===== src/hdl/scmm_pkg.sv =====
// Shared types and constants for the sparse COO matrix multiplier.
// No dependencies; used by the front, back and top-level modules.
package scmm_pkg;

    localparam int MAX_ENTRIES    = 64;
    localparam int RESULT_ENTRIES = 64;
    localparam int IDX_BITS       = 8;
    localparam int VAL_BITS       = 16;
    localparam int SUM_BITS       = 38;
    localparam int TAB_AW         = $clog2(MAX_ENTRIES);
    localparam int CNT_BITS       = $clog2(MAX_ENTRIES + 1);
    localparam int RES_AW         = (RESULT_ENTRIES > 1) ? $clog2(RESULT_ENTRIES) : 1;
    localparam int RES_CNT_BITS   = $clog2(RESULT_ENTRIES + 1);
    localparam int QUEUE_DEPTH    = 4;
    localparam int Q_AW           = $clog2(QUEUE_DEPTH);

    // one classified word passed from the front to the back
    typedef struct packed {
        logic                       is_b;
        logic [IDX_BITS-1:0]        row;
        logic [IDX_BITS-1:0]        col;
        logic signed [VAL_BITS-1:0] value;
        logic                       last;
        logic                       store;
        logic                       dropped;
    } t_word;

    localparam logic signed [SUM_BITS-1:0] SUM_MAX = {1'b0, {(SUM_BITS-1){1'b1}}};
    localparam logic signed [SUM_BITS-1:0] SUM_MIN = {1'b1, {(SUM_BITS-1){1'b0}}};

endpackage


===== src/hdl/scmm_front.sv =====
// Front part: accepts load words, tracks table fill, flags dropped loads and
// queues classified words for the back part. Depends on scmm_pkg.
module scmm_front
    import scmm_pkg::*;
(
    input  logic                       i_clk,
    input  logic                       i_rst_n,
    input  logic                       i_start,
    input  logic                       i_which_matrix,
    input  logic [IDX_BITS-1:0]        i_row,
    input  logic [IDX_BITS-1:0]        i_col,
    input  logic signed [VAL_BITS-1:0] i_value,
    input  logic                       i_last,
    input  logic                       i_job_end,
    output logic                       o_busy,
    output logic                       o_q_valid,
    output t_word                      o_q_word,
    input  logic                       i_q_pop
);

    t_word                r_q [QUEUE_DEPTH];
    logic [Q_AW-1:0]      r_wr, r_rd;
    logic [Q_AW:0]        r_fill;
    logic [CNT_BITS-1:0]  r_a_cnt, r_b_cnt;
    logic                 r_job;
    logic                 push;
    logic                 full_sel;
    t_word                w;

    // hold off new words while a job runs or the queue is full
    assign o_busy    = r_job || (r_fill == (Q_AW+1)'(QUEUE_DEPTH));
    assign push      = i_start && !o_busy;
    assign o_q_valid = (r_fill != '0);
    assign o_q_word  = r_q[r_rd];
    assign full_sel  = i_which_matrix ? (r_b_cnt == CNT_BITS'(MAX_ENTRIES))
                                      : (r_a_cnt == CNT_BITS'(MAX_ENTRIES));

    always_comb begin
        w         = '0;
        w.is_b    = i_which_matrix;
        w.row     = i_row;
        w.col     = i_col;
        w.value   = i_value;
        w.last    = i_last;
        w.store   = !full_sel;
        w.dropped = full_sel;
    end

    // store queue payload
    always_ff @(posedge i_clk) begin
        if (push) begin
            r_q[r_wr] <= w;
        end
    end

    // advance pointers and fill counts
    always_ff @(posedge i_clk) begin
        if (!i_rst_n) begin
            r_wr    <= '0;
            r_rd    <= '0;
            r_fill  <= '0;
            r_a_cnt <= '0;
            r_b_cnt <= '0;
            r_job   <= 1'b0;
        end else begin
            if (push) begin
                r_wr <= r_wr + 1'b1;
            end
            if (i_q_pop) begin
                r_rd <= r_rd + 1'b1;
            end
            r_fill <= r_fill + (Q_AW+1)'(push) - (Q_AW+1)'(i_q_pop);
            if (push && i_last) begin
                r_a_cnt <= '0;
                r_b_cnt <= '0;
                r_job   <= 1'b1;
            end else if (push && !full_sel) begin
                if (i_which_matrix) begin
                    r_b_cnt <= r_b_cnt + 1'b1;
                end else begin
                    r_a_cnt <= r_a_cnt + 1'b1;
                end
            end
            // release the block once the final result has left
            if (i_job_end) begin
                r_job <= 1'b0;
            end
        end
    end

endmodule


===== config.mk =====
export PLATFORM = sky130hd
export DESIGN_NAME = scmm_front
export DESIGN_NICKNAME = d
export VERILOG_FILES = /design/src/hdl/scmm_pkg.sv /design/src/hdl/scmm_front.sv
export SDC_FILE = /design/constraint.sdc
export NUM_CORES = 1
export LEC_CHECK = 0
export BUFFER_PORTS_ARGS = -buffer_cell sky130_fd_sc_hd__buf_4
export CAP_MARGIN = 20
export CORE_MARGIN = 2
export CORE_UTILIZATION = 55
export DETAILED_ROUTE_END_ITERATION = 7
export HOLD_SLACK_MARGIN = 0.06
export PLACE_DENSITY_LB_ADDON = 0.3
export SETUP_SLACK_MARGIN = 0.02
export SLEW_MARGIN = 40
export SYNTH_ARGS = -nofsm -noshare
export SYNTH_HDL_FRONTEND = slang
export SYNTH_SLANG_ARGS = --single-unit

===== constraint.sdc =====
create_clock -name i_clk -period 3.1 [get_ports i_clk]
set_input_delay 0.155 -clock i_clk [delete_from_list [all_inputs] [get_ports i_clk]]
set_output_delay 0.155 -clock i_clk [all_outputs]
set_load 0.02 [all_outputs]

[Yosys cells after proc, flatten, opt, wreduce, memory -nomap -nowiden]
Memory sizes are Yosys's and may differ from the RTL's. A register that Yosys moved wholly into a read port is not among the register bits.
Index checks and enable logic that the tools add are counted.
Storage, ports and cells
  input port bits: 39
  flip-flop bits (word level): 22
  memories: 1
  RAM bits: 144
  word-level logic and storage cells: 34
Cells by class
  reduce and logical (&&, ||, !) cells: 11
  bitwise gates (word level): 2
  equality and inequality tests: 3
  mux-type cells: 5
  $add $sub $neg: 6
Memory list
  r_q: words 4, width 36, rd ports 1, clocked after memory_dff 1, write ports 1, RTL line scmm_front.sv:21  | t_word r_q [QUEUE_DEPTH];
Operators with widths (count)
  $add 7x1->7 const B: 2
  $eq 7x7->1 const B: 2
  $add 2x1->2 const B: 2
  $mux 2: 2
  $reduce_and 2->1: 2
  $reduce_or 2->1: 2
  $add 3x1->3: 1
  $eq 3x3->1 const B: 1
  $logic_and 1x1->1: 3
  $mux 1: 3
  $reduce_bool 3->1: 1
  $sub 3x1->3: 1
  $logic_not 1->1: 2
  $not 1->1: 2
  $logic_or 1x1->1: 1

[Depth between registers and ports, before layout]
  depth after elaboration: 6
  depth in mapped cells: 13
  gate-level depth less buffers: 11

[Least setup slack after synthesis]
OpenSTA, ideal clock, no wires.
  path kind: register to register
  start point: register r_fill[1]
  end point: register r_fill[2]
  buffers on the path: 1
  cell stages (with the launch flop): 13
  required time: 2.985 ns
  arrival time: 2.219 ns
  path slack: 0.766 ns
  path through: dfxtp_1 > nor3b_4 > nor2_2 > inv_2 > buf_4 > ha_1 > inv_1 > ha_1 > inv_1 > fa_1 > xnor2_1 > xnor2_1 > and2_1
On the way
  longest elaborated chain between the ends: 6
Ends and longest elaborated chain
  from (decl): RTL line scmm_front.sv:23  | logic [Q_AW:0] r_fill;
  from (signal assigned): RTL line scmm_front.sv:72  | r_fill <= r_fill + (Q_AW+1)'(push) - (Q_AW+1)'(i_q_pop);
  $eq 3x3->1: RTL line scmm_front.sv:31  | assign o_busy = r_job || (r_fill == (Q_AW+1)'(QUEUE_DEPTH));
  $logic_or 1x1->1: RTL line scmm_front.sv:31
  $logic_not 1->1: RTL line scmm_front.sv:32  | assign push = i_start && !o_busy;
  $logic_and 1x1->1: RTL line scmm_front.sv:32
  $add 3x1->3 (*): RTL line scmm_front.sv:72
  $sub 3x1->3 (*): RTL line scmm_front.sv:72
Every way passes the cells marked *; elsewhere a longest branch is shown, timed or not.
A chain may end at the register's enable or synchronous reset.

[Worst setup path in the final report]
Ends and elaborated chain as after synthesis.

==> impl_results.md <==
* Outcome: finished, final reports clean
* Tcrit/Tclk final at just under 90%
* Slowest cell on crit path: nor3b_4
* Top delay family on crit path: adder cells
* Worst-Margin Slew at 0.623 ns
* Cell count after placement at around 540
* Post-Synth Simple-Gate Area at ~6.4%
* GRT Overall Usage at about 19%
* CP max FO at 17
* Reg clk slew, reported paths at around 0.060 ns
* Total Power at slightly below 6 mW
* Syn_area_per_cell at a little under 20 µm²
* Antenna-violating nets left at 0
* Drt wl/cell at 18.8 µm
* Endpoints failing setup at 0
* Main combinational cell family by area after synthesis: multiplexers
* RSZ-0062 raised after global routing: no
* Largest cells by area after synthesis: edfxtp_1 67%, mux4_2 12%, dfxtp_1 7.4%
* DP Wirelength at between 7000 and 8000 µm
* DR iter-0 viols at 166
* Synth Cell Area at 6490 µm²
* Drt pass-1 iters at 4
* Register area share after synthesis at between 70 and 80%
* H-tree depth at 4
* PostCTS Resize Cnt at 0
* Synth top area share at 66.6%
* Total gr overflow at 0
* CTS tree: built
* Io pins at just under 80
* Max_slew headroom at between 50% and 60%
* Hold Path Class: in -> reg
* CP arrival at between 3 and 4 ns
* Core ar. at 11,500 µm²
* Max Clk Rate at ~370 MHz
* First-pass GRT wire length at ~19,000 µm
* Initial Utilization at approximately 57%
* Compound-Gate Fraction of Synth Area at under 10%
* Post-Synth XOR/XNOR Area at between 1 and 1.5%
* Die span in y at 113 µm
* Slowest stage delay, CP at roughly 0.43 ns
* Area grow syn2layout at 26.7%
* VDD IR max at between 400 and 500 µV
* Netlist cell types at 46
* Crit path required time at about 3.4 ns
* Post-Layout Cell Count at between 600 and 700
* Synth Area in Adders at under 10%
* PwrDens at approximately 700 nW/µm²
* CP Launch Type: register
* Syn Nets at 380
* Nets at about 500
* Register bit total from synthesis at around 170
* Clock sink count at around 170
* # diodes at 0
* Largest net degree at the start of global routing at 37
* CP Class: reg -> reg
* Mux cell area share after synthesis at approximately an eighth
* CTS Buf Count at 17
* Largest area contributor in the netlist: edfxtp_1
* Crit path capture type: register
* Clock root buffer master: clkbuf_16
* Leak at 2.84 nW
* Layout cells sized above 1 at 35.5%
* DRT Wirelength at around 11,000 µm
* Max cap viols at 0
* Clk Latency, worst-skew pair at roughly 0.42 ns
* CP Cell Sequence: nor3b_4, nor2_2, inv_2, ha_1, inv_1, ha_1, inv_1, fa_1, xnor2_1, xnor2_1, and2_1
* Via Count at about 3,400
* I/O Buffers at 76
* Row Count at 39
* Fin Setup TNS at 0 ns
* Period minus WS final at ~2.7 ns
* Die X at roughly 110 µm
* Syn Inst Count at between 300 and 400
* Number of global-route vias before repair at approximately 3,600
* Die Area at ~13,000 µm²
* DR DRC count at 0
* Commonest non-fill, non-tap cell in the layout: edfxtp_1
* Placed cell areas at 7250 µm²
* Final Cell Area at between 8000 and 9000 µm²
* Placer Congestion at around 0.85
* Post-CTS Setup Bufs at 0
* Ys Warns at 0
* Final hold vios at 0
* Initial antenna violation count at 0
* Clock Path Buffers at 2
* WP buf/inv at 3
* Slew Viols, Final at 0
* Setup Skew at 0.00694 ns
* Most frequent cells in the layout: 144 x edfxtp_1, 80 x buf_4, 37 x dlygate4sd3_1
* Via density at 5.64
* Hold Buf Count CTS at 37
==> metal layers <==
layer	wire length [µm]	GRT usage, %	vias up
met5	0	0	-
met4	203	7.64	0
met3	530	4.91	19
met2	5760	31.0	86
met1	5000	26.2	1766
li1	-	-	1575
==> final cells by class <==
class	instances	area, µm²
Clock buffer	20	457
Multi-Input combinational cell	140	1580
Inverter	8	30.0
Timing Repair Buffer	120	1030
Fill cell	679	3240
Clock inverter	12	151
Tap cell	143	179
Sequential cell	168	4810
==> state kept, by name, summed over array words and instances, names as in the netlist, named ones only <==
| signal | count |
|---|---|
| r_q | 144 |
| r_a_cnt | 7 |
| r_b_cnt | 7 |
| r_fill | 3 |
| r_rd | 2 |
| r_wr | 2 |
| r_job | 1 |
==> final timing paths <==
| kind | start | end | slack, ns | depth (start not counted) |
|---|---|---|---|---|
| worst min-delay path | i_q_pop | register | 0.09 | 3 |
| worst min register to register | r_b_cnt[6] | r_b_cnt[6] | 0.47 | 2 |
| worst max register to register | r_fill[1] | r_fill[2] | 0.39 | 11 |
| worst max-delay path | r_fill[1] | r_fill[2] | 0.39 | 11 |
==> worst min-delay path, delay by kind of cell <==
family                 cells  cell delay [ns]
XOR/XNOR                   1             0.07
buffers and inverters      1             0.10
AND/OR/NAND/NOR            1             0.15
==> cells in the mapped netlist (all sizes together) <==
library cell,count
or2,1
clkbuf,6
nor4b,4
nand4,3
mux2i,1
a21oi,9
nand3,2
nor4,4
nand2b,3
nor2b,1
o41ai,2
inv,8
nor2,7
o21ai,3
nor3b,2
nor3,2
xor2,1
edfxtp,144
buf,10
nand2,12
or3,4
nor4bb,1
or4,2
fa,1
mux4,36
a21boi,1
xnor2,8
o31a,1
dfxtp,24
o31ai,4
and3b,1
and2,12
o311ai,1
nand4b,3
ha,8
==> stage by stage <==
stage / setup WS [ns] / hold WS, ns / util [%]
after floorplan: 0.766 / 0.231 / -
after global placement: 0.548 / 0.315 / 63.2
after detailed placement: 0.396 / 0.324 / 63.2
after CTS: 0.377 / 0.0824 / 71.8
after global routing: 0.164 / 0.102 / 71.8
final: 0.390 / 0.0920 / 71.8
==> cell families (layout without fill, tap and decap cells) <==
| logic type | after synthesis | count (layout) |
|---|---|---|
| fa+ha+maj | 9 | 9 |
| mux | 37 | 37 |
| simple gates | 64 | 64 |
| compound gates | 21 | 21 |
| flops | 168 | 168 |
| xor+xnor | 9 | 9 |
| buf+inv | 24 | 160 |
==> report_power, final <==
part	leakage (nW)	internal [mW]	switching [mW]	total, mW
sequential	1.52	2.70	0.0910	2.79
clock	0.284	1.30	0.826	2.13
combinational	1.04	0.469	0.524	0.993
(Power assumes the default switching activity.)
